==> src/sv/aerm_pkg.sv <==
`default_nettype none
// ----------------------------------------------------------------------------
// Active entry ring manager package
// Shared widths, codes, payload structs and controller interface structs.
// ----------------------------------------------------------------------------
package aerm_pkg;

  localparam int ENTRY_W     = 6;
  localparam int ACTION_W    = 2;
  localparam int STATUS_W    = 2;
  localparam int ENTRIES_DEF = 64;

  localparam logic [ACTION_W-1:0] ACT_ENQUEUE = 2'd0;
  localparam logic [ACTION_W-1:0] ACT_REMOVE  = 2'd1;
  localparam logic [ACTION_W-1:0] ACT_ROTATE  = 2'd2;

  localparam logic [STATUS_W-1:0] ST_DONE       = 2'd0;
  localparam logic [STATUS_W-1:0] ST_ALREADY    = 2'd1;
  localparam logic [STATUS_W-1:0] ST_NOT_ACTIVE = 2'd2;
  localparam logic [STATUS_W-1:0] ST_EMPTY      = 2'd3;

  typedef struct packed {
    logic [ACTION_W-1:0] action;
    logic [ENTRY_W-1:0]  entry;
  } req_t;

  typedef struct packed {
    logic [STATUS_W-1:0] status;
    logic [ENTRY_W-1:0]  head_entry;
    logic [ENTRY_W-1:0]  tail_entry;
    logic                is_empty;
  } rsp_t;

  typedef struct packed {
    logic                load;
    logic                rd_en;
    logic                rd_head;
    logic                enq_link;
    logic                enq_self;
    logic                rm_last;
    logic                rm_link;
    logic                rot_step;
    logic                out_load;
    logic [STATUS_W-1:0] status;
  } cmd_t;

  typedef struct packed {
    logic [ACTION_W-1:0] action;
    logic                entry_ok;
    logic                entry_active;
    logic                empty;
    logic                single;
    logic                out_busy;
  } stat_t;

endpackage
`default_nettype wire

==> src/sv/aerm_datapath.sv <==
`default_nettype none
// ----------------------------------------------------------------------------
// Active entry ring manager datapath
// Link memories, active marks, head and tail registers and the result register.
// ----------------------------------------------------------------------------
module aerm_datapath #(
  parameter int ENTRIES = aerm_pkg::ENTRIES_DEF
) (
  input  wire logic           clk,
  input  wire logic           rst,
  input  wire aerm_pkg::req_t req,
  input  wire aerm_pkg::cmd_t cmd,
  output aerm_pkg::stat_t     stat,
  output logic                rsp_valid,
  input  wire logic           rsp_stall,
  output aerm_pkg::rsp_t      rsp
);
  import aerm_pkg::*;

  localparam int SLOTS = (ENTRIES < (1 << ENTRY_W)) ? ENTRIES : (1 << ENTRY_W);
  localparam int AW    = $clog2(SLOTS);

  logic [ACTION_W-1:0] act_q;
  logic [ENTRY_W-1:0]  ent_q;
  logic [ENTRY_W-1:0]  head;
  logic [ENTRY_W-1:0]  tail;
  logic                ring_empty;
  logic [SLOTS-1:0]    active;
  logic [ENTRY_W-1:0]  next_mem [SLOTS];
  logic [ENTRY_W-1:0]  prev_mem [SLOTS];
  logic [ENTRY_W-1:0]  rd_next;
  logic [ENTRY_W-1:0]  rd_prev;

  logic [AW-1:0]       ent_addr;
  logic [AW-1:0]       rd_addr;
  logic                nw_en;
  logic [AW-1:0]       nw_addr;
  logic [ENTRY_W-1:0]  nw_data;
  logic                pw_en;
  logic [AW-1:0]       pw_addr;
  logic [ENTRY_W-1:0]  pw_data;

  assign ent_addr = AW'(ent_q);
  assign rd_addr  = cmd.rd_head ? AW'(head) : ent_addr;

  always_comb begin
    stat.action       = act_q;
    stat.entry_ok     = {1'b0, ent_q} < (ENTRY_W + 1)'(SLOTS);
    stat.entry_active = stat.entry_ok && active[ent_addr];
    stat.empty        = ring_empty;
    stat.single       = (head == tail);
    stat.out_busy     = rsp_valid && rsp_stall;
  end

  always_comb begin
    nw_en   = 1'b0;
    nw_addr = ent_addr;
    nw_data = ent_q;
    pw_en   = 1'b0;
    pw_addr = ent_addr;
    pw_data = ent_q;
    if (cmd.enq_link) begin
      nw_en   = 1'b1;
      nw_addr = AW'(tail);
      pw_en   = 1'b1;
      pw_addr = AW'(head);
    end else if (cmd.enq_self) begin
      nw_en   = 1'b1;
      nw_data = ring_empty ? ent_q : head;
      pw_en   = 1'b1;
      pw_data = ring_empty ? ent_q : tail;
    end else if (cmd.rm_link) begin
      nw_en   = 1'b1;
      nw_addr = AW'(rd_prev);
      nw_data = rd_next;
      pw_en   = 1'b1;
      pw_addr = AW'(rd_next);
      pw_data = rd_prev;
    end
  end

  always_ff @(posedge clk) begin
    if (nw_en) begin
      next_mem[nw_addr] <= nw_data;
    end
    if (pw_en) begin
      prev_mem[pw_addr] <= pw_data;
    end
    if (cmd.rd_en) begin
      rd_next <= next_mem[rd_addr];
      rd_prev <= prev_mem[rd_addr];
    end
  end

  always_ff @(posedge clk) begin
    if (cmd.load) begin
      act_q <= req.action;
      ent_q <= req.entry;
    end
    if (cmd.out_load) begin
      rsp.status     <= cmd.status;
      rsp.head_entry <= ring_empty ? '0 : head;
      rsp.tail_entry <= ring_empty ? '0 : tail;
      rsp.is_empty   <= ring_empty;
    end
  end

  always_ff @(posedge clk) begin
    if (rst) begin
      head       <= '0;
      tail       <= '0;
      ring_empty <= 1'b1;
      active     <= '0;
      rsp_valid  <= 1'b0;
    end else begin
      if (cmd.enq_self) begin
        tail             <= ent_q;
        active[ent_addr] <= 1'b1;
        ring_empty       <= 1'b0;
        if (ring_empty) begin
          head <= ent_q;
        end
      end
      if (cmd.rm_last) begin
        head             <= '0;
        tail             <= '0;
        ring_empty       <= 1'b1;
        active[ent_addr] <= 1'b0;
      end
      if (cmd.rm_link) begin
        active[ent_addr] <= 1'b0;
        if (rd_next == head) begin
          tail <= rd_prev;
        end else if (rd_prev == tail) begin
          head <= rd_next;
        end
      end
      if (cmd.rot_step) begin
        head <= rd_next;
        tail <= head;
      end
      if (cmd.out_load) begin
        rsp_valid <= 1'b1;
      end else if (rsp_valid && !rsp_stall) begin
        rsp_valid <= 1'b0;
      end
    end
  end

endmodule
`default_nettype wire

==> src/sv/aerm_controller.sv <==
`default_nettype none
// ----------------------------------------------------------------------------
// Active entry ring manager controller
// Sequences the link reads and writes of each action and picks the status.
// ----------------------------------------------------------------------------
module aerm_controller (
  input  wire logic            clk,
  input  wire logic            rst,
  input  wire logic            req_valid,
  output logic                 req_stall,
  input  wire aerm_pkg::stat_t stat,
  output aerm_pkg::cmd_t       cmd
);
  import aerm_pkg::*;

  typedef enum logic [2:0] {
    S_IDLE,
    S_DECODE,
    S_ENQ2,
    S_RM_W,
    S_ROT_W,
    S_RESP
  } state_t;

  state_t              state;
  state_t              state_next;
  logic [STATUS_W-1:0] status_q;
  logic [STATUS_W-1:0] status_next;

  assign req_stall = (state != S_IDLE);

  always_comb begin
    cmd         = '0;
    cmd.status  = status_q;
    state_next  = state;
    status_next = status_q;
    unique case (state)
      S_IDLE: begin
        if (req_valid) begin
          cmd.load   = 1'b1;
          state_next = S_DECODE;
        end
      end
      S_DECODE: begin
        status_next = ST_DONE;
        state_next  = S_RESP;
        unique case (stat.action)
          ACT_ENQUEUE: begin
            if (!stat.entry_ok) begin
              status_next = ST_NOT_ACTIVE;
            end else if (stat.entry_active) begin
              status_next = ST_ALREADY;
            end else if (stat.empty) begin
              cmd.enq_self = 1'b1;
            end else begin
              cmd.enq_link = 1'b1;
              state_next   = S_ENQ2;
            end
          end
          ACT_REMOVE: begin
            if (!stat.entry_active) begin
              status_next = ST_NOT_ACTIVE;
            end else if (stat.single) begin
              cmd.rm_last = 1'b1;
            end else begin
              cmd.rd_en  = 1'b1;
              state_next = S_RM_W;
            end
          end
          ACT_ROTATE: begin
            if (stat.empty) begin
              status_next = ST_EMPTY;
            end else begin
              cmd.rd_en   = 1'b1;
              cmd.rd_head = 1'b1;
              state_next  = S_ROT_W;
            end
          end
          default: begin
            status_next = ST_DONE;
          end
        endcase
      end
      S_ENQ2: begin
        cmd.enq_self = 1'b1;
        state_next   = S_RESP;
      end
      S_RM_W: begin
        cmd.rm_link = 1'b1;
        state_next  = S_RESP;
      end
      S_ROT_W: begin
        cmd.rot_step = 1'b1;
        state_next   = S_RESP;
      end
      S_RESP: begin
        if (!stat.out_busy) begin
          cmd.out_load = 1'b1;
          state_next   = S_IDLE;
        end
      end
      default: begin
        state_next = S_IDLE;
      end
    endcase
  end

  always_ff @(posedge clk) begin
    if (rst) begin
      state    <= S_IDLE;
      status_q <= ST_DONE;
    end else begin
      state    <= state_next;
      status_q <= status_next;
    end
  end

endmodule
`default_nettype wire

==> src/sv/active_entry_ring_manager_top.sv <==
`default_nettype none
// ----------------------------------------------------------------------------
// Active entry ring manager
// Round-robin ring of active entries kept as a circular doubly linked list.
// ----------------------------------------------------------------------------
// Each transfer runs from acceptance through decode to a registered result;
// enqueue into a non-empty ring, remove from a longer ring and rotate pass
// through an extra state that writes the entry's own links or uses the links
// read in decode. The result waits while the output is stalled, and a new
// transfer is accepted the cycle after the result is registered.
// Reset clears the active marks, head, tail and sets the ring empty; the link
// memories are not cleared and need no clearing pass.
module active_entry_ring_manager_top #(
  parameter int ENTRIES = aerm_pkg::ENTRIES_DEF
) (
  input  wire logic           clk,
  input  wire logic           rst,
  input  wire logic           req_valid,
  output logic                req_stall,
  input  wire aerm_pkg::req_t req,
  output logic                rsp_valid,
  input  wire logic           rsp_stall,
  output aerm_pkg::rsp_t      rsp
);
  import aerm_pkg::*;

  cmd_t  cmd;
  stat_t stat;

  aerm_controller u_ctrl (
    .clk       (clk),
    .rst       (rst),
    .req_valid (req_valid),
    .req_stall (req_stall),
    .stat      (stat),
    .cmd       (cmd)
  );

  aerm_datapath #(
    .ENTRIES (ENTRIES)
  ) u_dp (
    .clk       (clk),
    .rst       (rst),
    .req       (req),
    .cmd       (cmd),
    .stat      (stat),
    .rsp_valid (rsp_valid),
    .rsp_stall (rsp_stall),
    .rsp       (rsp)
  );

endmodule
`default_nettype wire

==> config.mk <==
export PLATFORM = sky130hd
export DESIGN_NAME = active_entry_ring_manager_top
export DESIGN_NICKNAME = d
export VERILOG_FILES = /design/src/sv/aerm_pkg.sv /design/src/sv/aerm_datapath.sv /design/src/sv/aerm_controller.sv /design/src/sv/active_entry_ring_manager_top.sv
export SDC_FILE = /design/constraint.sdc
export NUM_CORES = 1
export LEC_CHECK = 0
export ABC_CLOCK_PERIOD_IN_PS = 7810
export BUFFER_PORTS_ARGS = -buffer_cell sky130_fd_sc_hd__buf_2
export CAP_MARGIN = 20
export CORE_UTILIZATION = 54
export DETAILED_ROUTE_END_ITERATION = 7
export GPL_ROUTABILITY_DRIVEN = 1
export PLACE_DENSITY_LB_ADDON = 0.2
export RECOVER_POWER = 50
export SLEW_MARGIN = 20
export SYNTH_ARGS = -nofsm -noshare
export SYNTH_HDL_FRONTEND = slang
export SYNTH_SLANG_ARGS = --single-unit
==> constraint.sdc <==
create_clock -name clk -period 7.81 [get_ports clk]
set_clock_uncertainty 0.2 [all_clocks]
set_input_delay 0.3905 -clock clk [delete_from_list [all_inputs] [get_ports clk]]
set_output_delay 0.3905 -clock clk [all_outputs]
set_load 0.02 [all_outputs]
Word-level counts from Yosys, hierarchy flattened
Memory sizes are Yosys's and may differ from the RTL's. A register that Yosys moved wholly into a read port is not among the register bits.
Index checks and enable logic that the tools add are counted.
W data, S select, Z words.
- bits in registers: 106
- latch bits: 0
- bits in writable memories: 768
- ROM bits: 0
- input port bits: 12
- output and inout port bits: 17
- logic and storage cells: 118
- memories kept: 2
- add/subtract/negate cells: 0
- multiply operators: 0
- divide/modulo/power cells: 0
- order comparisons: 2
- eq/ne operators: 12
- shifts and indexed selects: 0
- mux-type cells: 74
- bitwise logic cells: 4
- reductions and logical operators: 11
- memory list (memory ; depth ; width ; read ports ; clocked after Yosys merged registers in ; wr ports ; RTL line ; text):
    u_dp.next_mem ; 64 ; 6 ; 1 ; 1 ; 1 ; aerm_datapath.sv:29 ; logic [ENTRY_W-1:0] next_mem [SLOTS];
    u_dp.prev_mem ; 64 ; 6 ; 1 ; 1 ; 1 ; aerm_datapath.sv:30 ; logic [ENTRY_W-1:0] prev_mem [SLOTS];
- operators by type and width (operator ; count):
    $mux W64 ; 5
    $mux W6 ; 24
    $and A64 B64 Y64 ; 2
    $not A64 Y64 ; 1
    $or A64 B64 Y64 ; 1
    $mux W1 ; 26
    $mux W3 ; 7
    $eq A6 B6 Y1 ; 3
    $pmux W3 S4 ; 1
    $mux W2 ; 5
    $pmux W3 S3 ; 1
    $lt A6 B7 Y1 const B ; 1
    $bmux W1 S6 ; 1
    $demux W1 S6 ; 1
    $eq A3 B2 Y1 const B ; 2
    $eq A3 B3 Y1 const B ; 2
    $ge A6 B1 Y1 const B ; 1
    $pmux W2 S3 ; 1
    $ne A2 B2 Y1 const B ; 2
    $pmux W1 S2 ; 2
    $eq A3 B1 Y1 const B ; 1
    $logic_and A1 B1 Y1 ; 3
    $logic_not A3 Y1 ; 1
    $reduce_bool A3 Y1 ; 1
    8 further kinds ; 8

Depth between registers and ports, before layout
- word-level depth: 12
- gate-level depth with buffers: 14
- mapped depth without buffers: 10

By module
From an unflattened synthesis, not the netlist that was laid out.
- cell total of the unflattened synthesis: 3758
- area total of the unflattened synthesis: 41631.2 µm²
- modules (own cells, without submodules) (module ; instances ; cells each ; area an instance (µm²)):
    aerm_datapath ; 1 ; 3694 ; 41164.5
    aerm_controller ; 1 ; 64 ; 466.7

Least setup slack after synthesis
No wires, ideal clock.
- kind: reg2reg
- start: register u_dp.ent_q[0], in the netlist u_dp.ent_addr[0]
- end: memory u_dp.prev_mem[0][3], data pin
- arrival: 5133 ps
- data required time: 6870 ps
- path slack: 1737 ps
- stages on the path, launching flop included: 10
- path buffers: 3
- period minus slack after synthesis: 6073 ps
- path through: edfxtp_1 > buf_6 > mux2_4 > o21bai_1 > o32ai_1 > or4_4 > or3_1 > buf_6 > buf_6 > a221oi_1
- cells in the longest elaborated chain, start to end: 7
- elaborated cells between the ends (all ways): 8
- classes of those cells: 8 x mux
- RTL lines (element ; RTL line ; text):
    start, declared ; aerm_datapath.sv:24 ; logic [ENTRY_W-1:0] ent_q;
    start signal, assigned ; aerm_datapath.sv:98 ; ent_q <= req.entry;
    $bmux W1 S6 (*) ; aerm_datapath.sv:49 ; stat.entry_active = stat.entry_ok && active[ent_addr];
    $mux W1 (not written as such) (*) ; aerm_datapath.sv:49 ;
    $mux W2 (*) ; aerm_controller.sv:51 ; end else if (stat.entry_active) begin
    $mux W2 (*) ; aerm_controller.sv:47 ; unique case (stat.action)
    $pmux W1 S2 ; aerm_controller.sv:37 ; unique case (state)
    $mux W6 ; aerm_datapath.sv:67 ; end else if (cmd.enq_self) begin
    $mux W6 (*) ; aerm_datapath.sv:62 ; if (cmd.enq_link) begin
    named net u_dp.pw_data[3] ; aerm_datapath.sv:41 ; logic [ENTRY_W-1:0] pw_data;
    end, declared ; aerm_datapath.sv:30 ;
The timed path passes the listed nets; every way through them passes the cells marked *. The select of a mux whose other input is x is not followed.

Final worst setup path
- start: register u_dp.ent_q[0], in the netlist u_dp.ent_addr[0]
- end: register u_dp.active[54]
- cells in the longest elaborated chain, start to end: 12
- elaborated cells between the ends (all ways): 22
- classes of those cells: 2 x order compare; 15 x mux; 4 x bitwise; 1 x reduce/logical
- RTL lines (element ; RTL line ; text):
    $bmux W1 S6, or another cell as far along ; aerm_datapath.sv:49 ;
    $mux W1 (not written as such) or $logic_and A1 B1 Y1 (tied branches) ; - ;
    $mux W2 or $mux W1 (tied branches) ; - ;
    $mux W2 or $demux W1 S6 (tied branches) ; - ;
    $pmux W1 S2 or $or A64 B64 Y64 (tied branches) ; - ;
    $mux W64 ; aerm_datapath.sv:116 ; if (cmd.enq_self) begin
    $mux W64 ; aerm_datapath.sv:109 ; if (rst) begin
    $and A64 B64 Y64 (no source line) ; - ;
    $mux W64 ; aerm_datapath.sv:124 ; if (cmd.rm_last) begin
    $mux W64 ; aerm_datapath.sv:109 ;
    $and A64 B64 Y64 (no source line) ; - ;
    $mux W64 (*) ; aerm_datapath.sv:130 ; if (cmd.rm_link) begin
    end signal, assigned ; aerm_datapath.sv:113 ; active <= '0;
    end signal, assigned by index ; aerm_datapath.sv:128 ; active[ent_addr] <= 1'b0;
    end signal, assigned by index ; aerm_datapath.sv:131 ; active[ent_addr] <= 1'b0;
    end, declared ; aerm_datapath.sv:28 ; logic [SLOTS-1:0] active;
Mark *: on every way between the ends. The rest lies on a longest branch, timed or not. The select of a mux whose other input is x is not followed.
A chain may end at the register's enable or synchronous reset.

==> flow_summary.toml <==
[critical_path]
cp_cell_sequence = "clkbuf_1 > nor2b_1 > a22o_1 > a222oi_1 > nand4_1 > o41a_1 > nor2_1 > a21oi_1 > a211oi_1"
path_delay_family = "simple AND/OR/NAND/NOR gates"
endpoint_kind = "flop"
crit_type = "reg2reg"
cp_num_buf_inv = 1
cp-start-kind = "flop"
critPathArrivalTime_ns = 6.83
path_max_fanout = 32
crit_path_max_incr_delay_ns = 1.85
required_ns = 8.15
cpMaxStageDelayCell = "nor2_1"

[global_routing]
grt-ovfl-total = 0
grt_pass1_wl_um = 131000
grt_pass1_vias = 20900
track_usage_pct = 25.0
grt_max_degree = 107
antenna_found_initial = 0

[min_path]
holdCritPathClass = "reg2reg"

[synth]
synth_top_area_cell = "edfxtp_1"
synth_seq_cells = 886
syn_inst = 2327
yosys_warnings = 0
synth.avg_cell_area_sq_um = 15.8
netlist_area_sq_um = 36700
synth_top_area_share_pct = 65.7
synth_edf_count = 803
synth.top_cells.by_count = "edfxtp_1, mux2i_1, nor2_1"
ys_seq_area_share_pct = 70.2
synth_area_leaders = "edfxtp_1, mux2i_1, mux4_2, dfxtp_1, nor2_1"
syn_nets = 2343
yosys_most_used_dff = "edfxtp_1"
synth_most_common_cell = "edfxtp_1"
synth.distinct_cells = 78
async_flop_share_pct = 0

[clocking]
cts_tree = "built"
clk_path_buf_depth = 3
root_buffer = "clkbuf_16"
cts_sinks = 886
cts_made_buffers = 89
clk_pin_slew_ns = 0.06
clk_latency_ns = 0.66
htreeDepth = 3

[power]
peakVddDrop_v = 0.000171
power_density_nw_per_um2 = 261
power_leakage_nw = 12.9

[timing]
hold_viol = 0
relSlewSlack_pct = -129
tightest_slew_ns = 3.43
finalSetupTns_ns = 0
finalCritPeriodShare_pct = 83.1
final-max-slew-violation-count = 559
max_freq_mhz = 154
post-route-min-period_ns = 6.49
rsz0062_at_grt = "false"
setup_violations = 0

[floorplanning]
placementRows = 95
coreArea_sq_um = 67300
die-area_sq_um = 69000
die_x_um = 263
start_util_pct = 54.6
io-pin-count = 29
die_height_um = 263

[routing]
ant_nets = 0
dr.pass1.iters = 6
drt_wl_total_um = 85300
wl_per_cell_um = 26.0
drc_errors = 0
viasPerCell = 6.33
drtIter0Drc = 2167
vias = 20800

[final_layout]
diodes = 0
fin_cells = 3281
layout-drive-gt1-share_pct = 13.5
final_nets = 2351
area_delta_synth_final_pct = 10.5

[placement]
dp_cells = 3107
place_hpwl_um = 52800
gp_congestion = 0.901
place.port_buffers = 28

[run]
maxCapViolCount = 10

[outcome]
violations = "capacitance limit, slew limit"
status = "complete, but fails checks"
[cell families after synthesis]
logic type | count (synthesis) | synth area share, %
DFF | 886 | 70.2
AOI/OAI and AO/OA | 459 | 8.46
and+or+nand+nor | 446 | 5.78
muxes | 338 | 12.6
buffers and inverters | 176 | 2.34
xor gates and xnor gates | 18 | 0.429
adders and majority gates | 4 | 0.136
[registers in the layout (all words and copies together), names as in the netlist]
name and flops:
u_ctrl.state 3, u_ctrl.status_q 2, u_dp.act_q 2, u_dp.active 64, u_dp.ent_addr 6, u_dp.head 6, u_dp.next_mem 384, u_dp.prev_mem 384
u_dp.rd_next 6, u_dp.rd_prev 6, u_dp.ring_empty 1, u_dp.rsp 15, u_dp.rsp_valid 1, u_dp.tail 6
[through the flow]
step                total power, mW  hold WS, ns  utilization, %  instance area, sq um  worst slack (ns)
floorplan                      6.05        0.206               -                 36700              1.74
global placement               6.35        0.215            55.9                 37600              2.22
detailed placement             6.37        0.231            55.9                 37600              2.14
CTS                            10.6        0.229            60.5                 40700              2.11
global route                   10.9        0.245            60.3                 40600             0.960
finish                         10.6        0.253            60.3                 40600              1.32
[repair_timing]
item	CTS	global route
hold endpoints to repair	10	0
hold buffers	10	0
setup buffers	0	0
resized for setup	0	0
[area by class of cell]
class | count | area (sq um)
well taps | 873 | 1090
flip-flops and latches | 886 | 25800
repair buffers | 77 | 483
inverters | 16 | 60.1
clock buffers | 108 | 2320
fillers | 4977 | 26700
multi-input cells | 1265 | 10200
clock inverters | 56 | 643
[power by group]
group | internal, mW | switching, mW
Combinational | 0.274 | 0.624
Sequential | 5.33 | 0.0480
Clock | 2.50 | 1.80
[layout by cell type (no fill, tap or decap), drive strengths merged, types with 11 or more instances in the layout]
| master | instances |
|---|---|
| a221oi | 14 |
| mux2 | 12 |
| inv | 19 |
| a21oi | 105 |
| bufinv | 11 |
| a211oi | 65 |
| nor2b | 22 |
| nand2 | 100 |
| buf | 34 |
| nor3 | 15 |
| nor3b | 11 |
| mux2i | 227 |
| nand3 | 11 |
| clkbuf | 141 |
| clkinv | 38 |
| a22o | 12 |
| edfxtp | 803 |
| o22ai | 101 |
| a22oi | 41 |
| o21ai | 74 |
| dfxtp | 83 |
| nor2 | 203 |
| mux4 | 99 |
| nand2b | 14 |
| and4 | 11 |
| nand4 | 18 |
[path summary, 6_finish.rpt]
| kind | start | endpoint | slack [ns] | cells after the start |
|---|---|---|---|---|
| setup / recovery | u_dp.ent_addr[0]$_DFFE_PP_ | u_dp.active[54]$_SDFF_PP0_ | 1.32 | 9 |
| hold reg to reg | u_ctrl.status_q[0]$_SDFFE_PP0P_ | u_dp.rsp[13]$_DFFE_PP_ | 0.25 | 0 |
| hold / removal | u_ctrl.status_q[0]$_SDFFE_PP0P_ | u_dp.rsp[13]$_DFFE_PP_ | 0.25 | 0 |
| setup reg to reg | u_dp.ent_addr[0]$_DFFE_PP_ | u_dp.active[54]$_SDFF_PP0_ | 1.32 | 9 |
[routing by layer]
metal / vias to the layer above / track usage, % / wire length (um)
li1: 9234 / - / -
met4: 0 / 7.92 / 2600
met3: 173 / 4.62 / 6250
met5: - / 0.0693 / 0
met1: 10500 / 34.6 / 35000
met2: 842 / 40.4 / 41400
(Power assumes the default switching activity.)
